[src/rtl/core/mmpp_pkg.sv]
// Shared types and constants of the min/max peak pyramid.
package mmpp_pkg;

	localparam int SAMPLE_W    = 16;
	localparam int PEAK_MAX_W  = 15;
	localparam int IN_DATA_W   = 32;
	localparam int OUT_DATA_W  = 32;
	localparam int QUEUE_DEPTH = 4;
	localparam int QPTR_W      = $clog2(QUEUE_DEPTH);

	typedef logic signed [SAMPLE_W-1:0] sample_t;
	typedef logic [PEAK_MAX_W-1:0]      peak_max_t;

	// One closed level-0 group on its way to the level cascade.
	typedef struct packed {
		logic      flush;
		peak_max_t peak_max;
		sample_t   peak_min;
	} entry_t;

endpackage

[src/rtl/core/mmpp_front.sv]
// Front end: accepts frames and folds them into level-0 groups.
module mmpp_front
	import mmpp_pkg::*;
#(
	parameter int BASE_GROUP = 32
) (
	input  logic                 clk,
	input  logic                 arst_n,
	input  logic                 tvalid,
	output logic                 tready,
	input  logic [IN_DATA_W-1:0] tdata,
	input  logic [0:0]           tuser,
	input  logic                 tlast,
	input  logic                 q_ready,
	output logic                 push,
	output entry_t               push_entry
);

	localparam int BCNT_W = $clog2(BASE_GROUP);

	sample_t           base_min_q;
	peak_max_t         base_max_q;
	logic [BCNT_W-1:0] base_cnt_q;

	sample_t   left_s;
	sample_t   right_s;
	peak_max_t left_pos;
	peak_max_t right_pos;
	sample_t   min_a;
	sample_t   min_b;
	peak_max_t max_a;
	peak_max_t max_b;
	logic      accept;
	logic      close;

	always_comb begin
		left_s    = sample_t'(tdata[SAMPLE_W-1:0]);
		right_s   = sample_t'(tdata[2*SAMPLE_W-1:SAMPLE_W]);
		// negative samples never raise a max seeded at zero
		left_pos  = left_s[SAMPLE_W-1] ? '0 : left_s[PEAK_MAX_W-1:0];
		right_pos = right_s[SAMPLE_W-1] ? '0 : right_s[PEAK_MAX_W-1:0];
		min_a     = (left_s < base_min_q) ? left_s : base_min_q;
		min_b     = (right_s < min_a) ? right_s : min_a;
		max_a     = (left_pos > base_max_q) ? left_pos : base_max_q;
		max_b     = (right_pos > max_a) ? right_pos : max_a;
		accept    = tvalid && q_ready;
		close     = (base_cnt_q == BCNT_W'(BASE_GROUP - 1)) || tuser[0] || tlast;
	end

	assign tready     = q_ready;
	assign push       = accept && close;
	assign push_entry = '{flush: tlast, peak_max: max_b, peak_min: min_b};

	always_ff @(posedge clk or negedge arst_n) begin
		if (!arst_n) begin
			base_min_q <= '0;
			base_max_q <= '0;
			base_cnt_q <= '0;
		end else if (accept) begin
			if (close) begin
				base_min_q <= '0;
				base_max_q <= '0;
				base_cnt_q <= '0;
			end else begin
				base_min_q <= min_b;
				base_max_q <= max_b;
				base_cnt_q <= base_cnt_q + BCNT_W'(1);
			end
		end
	end

endmodule

[src/rtl/core/mmpp_queue.sv]
// Short queue of closed level-0 groups between front and back.
module mmpp_queue
	import mmpp_pkg::*;
(
	input  logic   clk,
	input  logic   arst_n,
	input  logic   push,
	input  entry_t push_entry,
	output logic   ready,
	output entry_t head,
	output logic   head_valid,
	input  logic   pop
);

	entry_t            slot_q [QUEUE_DEPTH];
	logic [QPTR_W-1:0] wr_ptr_q;
	logic [QPTR_W-1:0] rd_ptr_q;
	logic [QPTR_W:0]   fill_q;

	assign ready      = (fill_q != (QPTR_W+1)'(QUEUE_DEPTH));
	assign head_valid = (fill_q != '0);
	assign head       = slot_q[rd_ptr_q];

	always_ff @(posedge clk) begin
		if (push) begin
			slot_q[wr_ptr_q] <= push_entry;
		end
	end

	always_ff @(posedge clk or negedge arst_n) begin
		if (!arst_n) begin
			wr_ptr_q <= '0;
			rd_ptr_q <= '0;
			fill_q   <= '0;
		end else begin
			if (push) begin
				wr_ptr_q <= wr_ptr_q + QPTR_W'(1);
			end
			if (pop) begin
				rd_ptr_q <= rd_ptr_q + QPTR_W'(1);
			end
			unique case ({push, pop})
				2'b10:   fill_q <= fill_q + (QPTR_W+1)'(1);
				2'b01:   fill_q <= fill_q - (QPTR_W+1)'(1);
				default: fill_q <= fill_q;
			endcase
		end
	end

endmodule

[src/rtl/core/mmpp_back.sv]
// Back end: walks one queued group up the level cascade, one word per cycle while the output is not stalled.
module mmpp_back
	import mmpp_pkg::*;
#(
	parameter int FANOUT       = 8,
	parameter int UPPER_LEVELS = 5
) (
	input  logic                                clk,
	input  logic                                arst_n,
	input  entry_t                              head,
	input  logic                                head_valid,
	output logic                                pop,
	output logic                                tvalid,
	input  logic                                tready,
	output logic [OUT_DATA_W-1:0]               tdata,
	output logic [$clog2(UPPER_LEVELS+1)-1:0]   tuser,
	output logic                                tlast
);

	localparam int LVL_W = $clog2(UPPER_LEVELS + 1);
	localparam int CNT_W = $clog2(FANOUT);
	localparam int PAD_W = OUT_DATA_W - PEAK_MAX_W - SAMPLE_W;

	// accumulator j builds the groups of level j+1
	sample_t          acc_min_q [UPPER_LEVELS];
	peak_max_t        acc_max_q [UPPER_LEVELS];
	logic [CNT_W-1:0] acc_cnt_q [UPPER_LEVELS];
	logic             has8_q    [UPPER_LEVELS];

	logic [LVL_W-1:0] lvl_q;

	logic             out_valid_q;
	logic [LVL_W-1:0] out_lvl_q;
	sample_t          out_min_q;
	peak_max_t        out_max_q;
	logic             out_last_q;

	logic                  step;
	logic [UPPER_LEVELS:0] emit;
	logic                  inc;
	logic                  full;
	logic                  last;
	logic [LVL_W-1:0]      nxt;
	sample_t               sel_min;
	peak_max_t             sel_max;

	assign step = head_valid && (!out_valid_q || tready);
	assign pop  = step && last;

	// Predict which levels above the current one still emit for this group.
	// Emission depends only on counts and flags, never on sample values.
	always_comb begin
		emit = '0;
		inc  = 1'b0;
		full = 1'b0;
		for (int j = 0; j < UPPER_LEVELS; j++) begin
			inc  = (LVL_W'(j) == lvl_q) || ((LVL_W'(j) > lvl_q) && emit[j]);
			full = inc && (acc_cnt_q[j] == CNT_W'(FANOUT - 1));
			emit[j+1] = (LVL_W'(j) >= lvl_q) && (full || (head.flush
				&& (has8_q[j] || full) && ((acc_cnt_q[j] != '0) || inc)));
		end
	end

	// lowest emitting level above the current one
	always_comb begin
		last = 1'b1;
		nxt  = '0;
		for (int j = UPPER_LEVELS; j >= 1; j--) begin
			if (emit[j]) begin
				last = 1'b0;
				nxt  = LVL_W'(j);
			end
		end
	end

	// level 0 comes straight from the queue, higher levels from their accumulator
	always_comb begin
		sel_min = head.peak_min;
		sel_max = head.peak_max;
		for (int j = 0; j < UPPER_LEVELS; j++) begin
			if (lvl_q == LVL_W'(j + 1)) begin
				sel_min = acc_min_q[j];
				sel_max = acc_max_q[j];
			end
		end
	end

	// Drain the emitting accumulator, fold the word into the one above,
	// clear everything on the last word of a stream.
	always_ff @(posedge clk or negedge arst_n) begin
		if (!arst_n) begin
			for (int j = 0; j < UPPER_LEVELS; j++) begin
				acc_min_q[j] <= '0;
				acc_max_q[j] <= '0;
				acc_cnt_q[j] <= '0;
				has8_q[j]    <= 1'b0;
			end
		end else if (step) begin
			for (int j = 0; j < UPPER_LEVELS; j++) begin
				priority if (last && head.flush) begin
					acc_min_q[j] <= '0;
					acc_max_q[j] <= '0;
					acc_cnt_q[j] <= '0;
					has8_q[j]    <= 1'b0;
				end else if (lvl_q == LVL_W'(j + 1)) begin
					acc_min_q[j] <= '0;
					acc_max_q[j] <= '0;
					acc_cnt_q[j] <= '0;
				end else if (lvl_q == LVL_W'(j)) begin
					acc_min_q[j] <= (sel_min < acc_min_q[j]) ? sel_min : acc_min_q[j];
					acc_max_q[j] <= (sel_max > acc_max_q[j]) ? sel_max : acc_max_q[j];
					if (acc_cnt_q[j] == CNT_W'(FANOUT - 1)) begin
						acc_cnt_q[j] <= '0;
						has8_q[j]    <= 1'b1;
					end else begin
						acc_cnt_q[j] <= acc_cnt_q[j] + CNT_W'(1);
					end
				end else begin
					acc_cnt_q[j] <= acc_cnt_q[j];
				end
			end
		end
	end

	always_ff @(posedge clk or negedge arst_n) begin
		if (!arst_n) begin
			lvl_q       <= '0;
			out_valid_q <= 1'b0;
		end else begin
			if (step) begin
				lvl_q <= last ? '0 : nxt;
			end
			if (step) begin
				out_valid_q <= 1'b1;
			end else if (tready) begin
				out_valid_q <= 1'b0;
			end
		end
	end

	always_ff @(posedge clk) begin
		if (step) begin
			out_lvl_q  <= lvl_q;
			out_min_q  <= sel_min;
			out_max_q  <= sel_max;
			out_last_q <= last;
		end
	end

	assign tvalid = out_valid_q;
	assign tdata  = {{PAD_W{1'b0}}, out_max_q, out_min_q};
	assign tuser  = out_lvl_q;
	assign tlast  = out_last_q;

endmodule

[src/rtl/core/minmax_peak_pyramid.sv]
// Top level of the min/max peak pyramid: front end, group queue, level cascade.
//
//  channel  | direction | tdata                          | tuser      | tlast
//  ---------+-----------+--------------------------------+------------+-----------
//  s_axis   | in        | left_sample, right_sample      | chunk_end  | stream_end
//  m_axis   | out       | peak_min, peak_max, zero pad   | level      | run_last
//
// The front end takes one frame word per cycle while the group queue has room.
// Each closed level-0 group keeps the back end busy for its result words (1 to
// UPPER_LEVELS+1 words); the back end emits one word per cycle unless m_axis stalls.
// Reset is asynchronous and clears every accumulator at once; no clearing pass.
// A stall on m_axis holds the output register; the queue (four groups) absorbs
// it until full, then s_axis_tready drops.
module minmax_peak_pyramid
	import mmpp_pkg::*;
#(
	parameter int BASE_GROUP   = 32,
	parameter int FANOUT       = 8,
	parameter int UPPER_LEVELS = 5
) (
	input  logic                              clk,
	input  logic                              arst_n,
	input  logic                              s_axis_tvalid,
	output logic                              s_axis_tready,
	// [15:0] left_sample, [31:16] right_sample
	input  logic [IN_DATA_W-1:0]              s_axis_tdata,
	// [0] chunk_end
	input  logic [0:0]                        s_axis_tuser,
	input  logic                              s_axis_tlast,
	output logic                              m_axis_tvalid,
	input  logic                              m_axis_tready,
	// [15:0] peak_min, [30:16] peak_max, [31] zero
	output logic [OUT_DATA_W-1:0]             m_axis_tdata,
	// level
	output logic [$clog2(UPPER_LEVELS+1)-1:0] m_axis_tuser,
	output logic                              m_axis_tlast
);

	// front to queue
	logic   push;
	entry_t push_entry;
	logic   q_ready;

	// queue to back
	entry_t head;
	logic   head_valid;
	logic   pop;

	// Fold frames into level-0 groups; hand each closed group to the queue.
	mmpp_front #(
		.BASE_GROUP(BASE_GROUP)
	) u_front (
		.clk       (clk),
		.arst_n    (arst_n),
		.tvalid    (s_axis_tvalid),
		.tready    (s_axis_tready),
		.tdata     (s_axis_tdata),
		.tuser     (s_axis_tuser),
		.tlast     (s_axis_tlast),
		.q_ready   (q_ready),
		.push      (push),
		.push_entry(push_entry)
	);

	// Decouple frame intake from the multi-word cascade walk.
	mmpp_queue u_queue (
		.clk       (clk),
		.arst_n    (arst_n),
		.push      (push),
		.push_entry(push_entry),
		.ready     (q_ready),
		.head      (head),
		.head_valid(head_valid),
		.pop       (pop)
	);

	// Walk each group up the levels and drive the result words.
	mmpp_back #(
		.FANOUT      (FANOUT),
		.UPPER_LEVELS(UPPER_LEVELS)
	) u_back (
		.clk       (clk),
		.arst_n    (arst_n),
		.head      (head),
		.head_valid(head_valid),
		.pop       (pop),
		.tvalid    (m_axis_tvalid),
		.tready    (m_axis_tready),
		.tdata     (m_axis_tdata),
		.tuser     (m_axis_tuser),
		.tlast     (m_axis_tlast)
	);

endmodule

[config.mk]
export PLATFORM = sky130hd
export DESIGN_NAME = minmax_peak_pyramid
export DESIGN_NICKNAME = d
export VERILOG_FILES = /design/src/rtl/core/mmpp_pkg.sv /design/src/rtl/core/mmpp_front.sv /design/src/rtl/core/mmpp_queue.sv /design/src/rtl/core/mmpp_back.sv /design/src/rtl/core/minmax_peak_pyramid.sv
export SDC_FILE = /design/constraint.sdc
export NUM_CORES = 1
export LEC_CHECK = 0
export ABC_CLOCK_PERIOD_IN_PS = 5590
export BUFFER_PORTS_ARGS = -buffer_cell sky130_fd_sc_hd__buf_4
export CORE_MARGIN = 5
export CORE_UTILIZATION = 63
export DETAILED_ROUTE_END_ITERATION = 12
export HOLD_SLACK_MARGIN = 0.08
export PLACE_DENSITY = 0.81
export RECOVER_POWER = 25
export SLEW_MARGIN = 5
export SYNTH_ARGS = -nofsm -noshare
export SYNTH_HDL_FRONTEND = slang
export SYNTH_SLANG_ARGS = --single-unit
[constraint.sdc]
create_clock -name clk -period 5.59 [get_ports clk]
set_clock_uncertainty 0.1 [all_clocks]
set_input_delay 0.2795 -clock clk [delete_from_list [all_inputs] [get_ports clk]]
set_output_delay 0.2795 -clock clk [all_outputs]
set_load 0.02 [all_outputs]
Word-level counts from Yosys, hierarchy flattened
Memories as Yosys holds them, arrays and structs flattened.
Index checks and enable logic that the tools add are counted.
- register bits: 257
- memories kept: 1
- RAM bits: 128
- logic and storage cells: 310
- input bits: 38
- memory list (name ; words ; bits a word ; rd ports ; clocked after Yosys merged registers in ; write ports ; RTL line ; text):
    u_queue.slot_q ; 4 ; 32 ; 1 ; 0 ; 1 ; mmpp_queue.sv:15 ; entry_t slot_q [QUEUE_DEPTH];
- reductions and logical operators: 106
- $lt $le $gt $ge: 23
- add/subtract/negate cells: 10
- eq/ne operators: 23
- multiplexer cells: 115
- operator list (operator ; count):
    2-to-1 mux 15 bit ; 30
    2-to-1 mux 16 bit ; 28
    less-than comparator 16 bit ; 7
    greater-than comparator 15 bit ; 7
    2-to-1 mux 3 bit ; 26
    nonzero test 3 bit ; 21
    AND reduction 3 bit ; 10
    logical AND 1 bit ; 29
    2-to-1 mux 1 bit ; 29
    nonzero test 2 bit ; 12
    logical OR 1 bit ; 22
    equality test 3 bit, second input constant ; 7
    AND reduction 4 bit ; 5
    adder 3 x 1 -> 3 bit, second input constant ; 6
    inequality test 2 x 1 -> 1 bit, second input constant ; 5
    AND reduction 2 bit ; 5
    equality test 2 x 3 -> 1 bit, first input constant ; 2
    equality test 3 x 2 -> 1 bit, second input constant ; 2
    >= comparator 1 x 3 -> 1 bit, first input constant ; 2
    >= comparator 2 x 3 -> 1 bit, first input constant ; 2
    greater-than comparator 2 x 3 -> 1 bit, first input constant ; 2
    one-hot mux 3 bit (2 select lines) ; 1
    adder 5 x 1 -> 5 bit, second input constant ; 1
    equality test 5 bit, second input constant ; 1
    other kinds (14) ; 15

Longest topological paths before layout
- depth after elaboration: 47
- depth in mapped cells: 21

Hierarchy
From an unflattened synthesis, not the netlist that was laid out.
- cells, all modules: 2195
- area, all modules: 23657.7 um2
- modules (own cells, without submodules) (module ; instances ; area an instance (um2) ; cells an instance):
    mmpp_back ; 1 ; 14232.4 ; 1458
    mmpp_queue ; 1 ; 5064.9 ; 204
    mmpp_front ; 1 ; 4360.4 ; 533

Worst setup path before layout
No wires, ideal clock.
- kind: reg-to-reg
- from: reg u_front.base_min_q[9]
- to: reg u_front.base_min_q[10]
- path buffers: 2
- slack: 598 ps
- clock period less this slack: 4992 ps
- arrival: 4771 ps
- stages on the path, launching flop included: 21
- required time: 5369 ps
- cell sequence: dfrtp_1 inv_1 ha_1 a21o_1 a21o_1 a211oi_1 nand2_1 a21oi_1 clkbuf_1 mux2_2 inv_1 ha_1 a21oi_1 o21ai_0 a211oi_1 a21oi_1 a221oi_1 o2111ai_2 buf_4 mux2_1 a22o_1
- RTL lines (element ; RTL line ; text):
    start, declared ; mmpp_front.sv:21 ; sample_t base_min_q;
    start signal, assigned ; mmpp_front.sv:65 ; base_min_q <= min_b;

==> flow_metrics.tcl <==
set metrics [dict create \
    status "finished with violations" \
    violations "max-capacitance violations, max-slew violations" \
    grt_usage_pct 28.50 \
    synth_area_leader_cell "dfrtp_1" \
    cp-startpoint "u_front.base_min_q[9]" \
    finalCriticalPeriod_ns 5.105 \
    critPathKind "reg -> reg" \
    hold_buffers 13 \
    worstSetupEndpointType "register" \
    finalCritPeriodShare_pct 91.32 \
    synth_flop_cell "dfrtp_1" \
    synth_area_leaders "dfrtp_1 (24%), edfxtp_1 (21%), ha_1 (13%)" \
    wl_per_cell_microns 21.82 \
    holdPathStages 2 \
    syn-cell-area_sq_um 22920 \
    multi_input_area_sq_um 11100 \
    ff_latch_area_sq_um 10460 \
    postCtsSetupRepairBufs 0 \
    yosysMostFrequentCell "inv_1" \
    viasPerCell 6.525 \
    io-pin-count 76 \
    drcViolationCount 0 \
    synth_xor_xnor_area_share_pct 0.2292 \
    p_leak_uw 0.01067 \
    worstHoldEndpoint "u_queue.slot_q[2][8]" \
    grt_pass1_wl_microns 93990 \
    final_util_pct 70.77 \
    cp.required_ns 5.92 \
    synth_top_family_by_area "compound AO/OA/AOI/OAI gates" \
    hold_violations 0 \
    dieArea_sq_um 40300 \
    drt-initial-drc-count 1418 \
    grt_pass1_vias 17540 \
    clock.fmax_mhz 195.9 \
    dr.pass1.iters 5 \
    synth_compound_area_share_pct 18.26 \
    maxCapViolCount 1 \
    crit_path_frequent_cell "a21oi_1" \
    filler_cell_count 2533 \
    grt_max_degree 119 \
    hp-start "s_axis_tdata[24]" \
    cts.sinks 385 \
    min_path_type "in -> reg" \
    crit_fanout 16 \
    start_util_pct 64.14 \
    reg2reg_depth 20 \
    portBuffers 74 \
    clockBufferDepth 3 \
    areaGrowthSynthToFinish_pct 10.34 \
    powerDensity_nw_per_um2 550.7 \
    worst_slack_ns 0.4853 \
    netlist.area_leader.share_pct 24.23 \
    synth_cell_types 84 \
    fin_nets 2422 \
    post-place-ws_ns 0.5566 \
    slew-limit-headroom_pct -108.7 \
    whs_ns 0.1095 \
    async_flop_share_pct 57.66 \
    core_area_sq_um 35740 \
    slowest_stage "a211oi_1" \
    rows 69 \
    vdd_drop_max_uv 307.9 \
    synthSimpleGateAreaFrac_pct 8.881 \
    root_buffer "clkbuf_16" \
    crit_path_start_kind "register" \
    worstPathArrival_ns 5.43 \
    die_height_microns 200.8 \
    cts_buffers 41 \
    antenna_found_initial 0 \
    syn_inst 2061 \
    cts.reportedPaths.clkPinSlew_ns 0.07 \
    r2r-end "u_front.base_min_q[7]" \
    yosys-top-cells-count "inv_1 (235), ha_1 (232), dfrtp_1 (222)" \
    drive_gt1_share_pct 11.03 \
    clock_latency_ns 0.57 \
    hpwl_microns 40370 \
    timing.rr.start "u_front.base_min_q[9]" \
    ys_seq_area_share_pct 45.59 \
    synth_enable_flop_cells 163 \
    cts-resized-gates 0 \
    tritoncts "done" \
    worst_slew_pin_slew_ns 3.131 \
    vias 17260 \
    finalSetupTns_ns 0 \
    setup-violations-final 0 \
    avgSynthCellArea_sq_um 11.12 \
    htree_levels 2 \
    synthMuxAreaShare_pct 8.236 \
    slowest_delay_ns 0.41 \
    place_congestion 0.9179 \
    die_x_microns 200.8 \
    path_cells "inv_1, ha_1, a21o_1, a21o_1, a211oi_1, nand2_1, a21oi_1, buf_4, mux2_2, inv_1, ha_1, a21oi_1, o21ai_0, a211oi_1, a21oi_1, a221oi_1, o2111ai_2, buf_4, mux2_1, a22o_1" \
    ant_nets 0 \
    synth_warnings 0 \
    grt-ovfl-total 0 \
    diodes 0 \
    synthAdderAreaFrac_pct 12.75 \
    rsz0062_at_grt "false" \
    synthesis.nets 2332 \
    synth_seq_cells 385 \
    finalWirelength_microns 57700 \
    reg2reg_slack_ns 0.49 \
    drv_slew 119 \
]
-- cells in the final DEF (no fill, tap or decap), drive strengths merged, types with 4 or more instances in the layout --
cell	count
a41oi	14
inv	237
mux4	34
nor4	11
and3	13
a21o	72
o21ai	78
ha	232
mux2i	75
nand2	90
nor3b	5
o21a	10
mux2	33
and4	5
edfxtp	163
nand4	32
nor2	98
o31ai	4
dlygate4sd3	13
o2bb2ai	16
nor2b	48
or3	5
a32o	23
a21oi	112
nand2b	11
nor3	35
o211ai	40
dfrtp	222
buf	87
a31oi	12
a211o	5
clkinv	15
clkbuf	98
a22o	146
or2	4
nand3	19
a211oi	13
and2	8
-- how the worst max path moves through the flow --
| stage | to | slack [ns] |
|---|---|---|
| 2_1_floorplan | u_front.base_min_q[10] | 0.60 |
| 3_3_place_gp | u_front.base_min_q[9] | 0.66 |
| 3_5_place_dp | u_front.base_min_q[14] | 0.56 |
| 4_1_cts | u_front.base_min_q[14] | 0.58 |
| 5_1_grt | u_front.base_min_q[10] | 0.09 |
| 6_report | u_front.base_min_q[7] | 0.49 |
-- metrics by stage --
stage	std cells	area (sq um)	total power, uW
floorplan	2061	22920	9148
global placement	2556	24030	10900
detailed placement	2556	24030	11260
CTS	2645	25470	13990
global route	2645	25290	14920
finish	2645	25290	13930
-- cells by family after synthesis --
kind of cell / after synthesis
XOR/XNOR: 6
flip-flops: 385
adder cells (fa/ha/maj): 233
multiplexers: 142
AND/OR/NAND/NOR: 393
buffers and inverters: 331
AO/OA/AOI/OAI: 570
other: 1
-- cell type report --
| class | count | area share (%) |
|---|---|---|
| tap | 461 | 2.280 |
| clock buffer | 56 | 4.358 |
| multi-input combinational | 1345 | 43.89 |
| timing repair buffer | 142 | 3.839 |
| inverter | 236 | 3.502 |
| clock inverter | 20 | 0.7964 |
| sequential | 385 | 41.33 |
-- power breakdown --
group	switching [uW]	total (uW)	internal [uW]
sequential	319	4080	3760
combinational	4350	7200	2840
clock	1150	2650	1500
-- routing by layer --
layer	GRT usage [%]	share of wire (%)	vias to the layer above
met3	4.023	6.9	116
met5	0	0	-
met4	8.874	2.8	0
met1	40.19	43	8585
met2	46.41	47	697
li1	-	-	7861
-- critical path, delay by kind of cell, from the launching register on --
kind / cells / cell delay [ns]
muxes: 2 / 0.79
AOI/OAI and AO/OA: 11 / 2.40
adders and majority gates: 2 / 0.61
DFF: 1 / 0.37
buffers and inverters: 4 / 0.62
and+or+nand+nor: 1 / 0.09
-- flip-flops by register name, indices dropped and copies added, names as in the netlist --
| register | cells |
|---|---|
| u_back.tlast | 1 |
| u_back.out_min_q | 16 |
| u_back.acc_min_q | 80 |
| u_back.tuser | 3 |
| u_back.acc_max_q | 75 |
| u_back.has8_q | 5 |
| u_back.tvalid | 1 |
| u_front.base_cnt_q | 5 |
| u_queue.fill_q | 3 |
| u_back.out_max_q | 15 |
| u_queue.wr_ptr_q | 2 |
| u_queue.rd_ptr_q | 2 |
| u_back.acc_cnt_q | 15 |
| u_front.base_max_q | 15 |
| u_queue.slot_q | 128 |
| u_back.lvl_q | 3 |
| u_front.base_min_q | 16 |
Note: power is estimated with default switching activity, not from simulation.
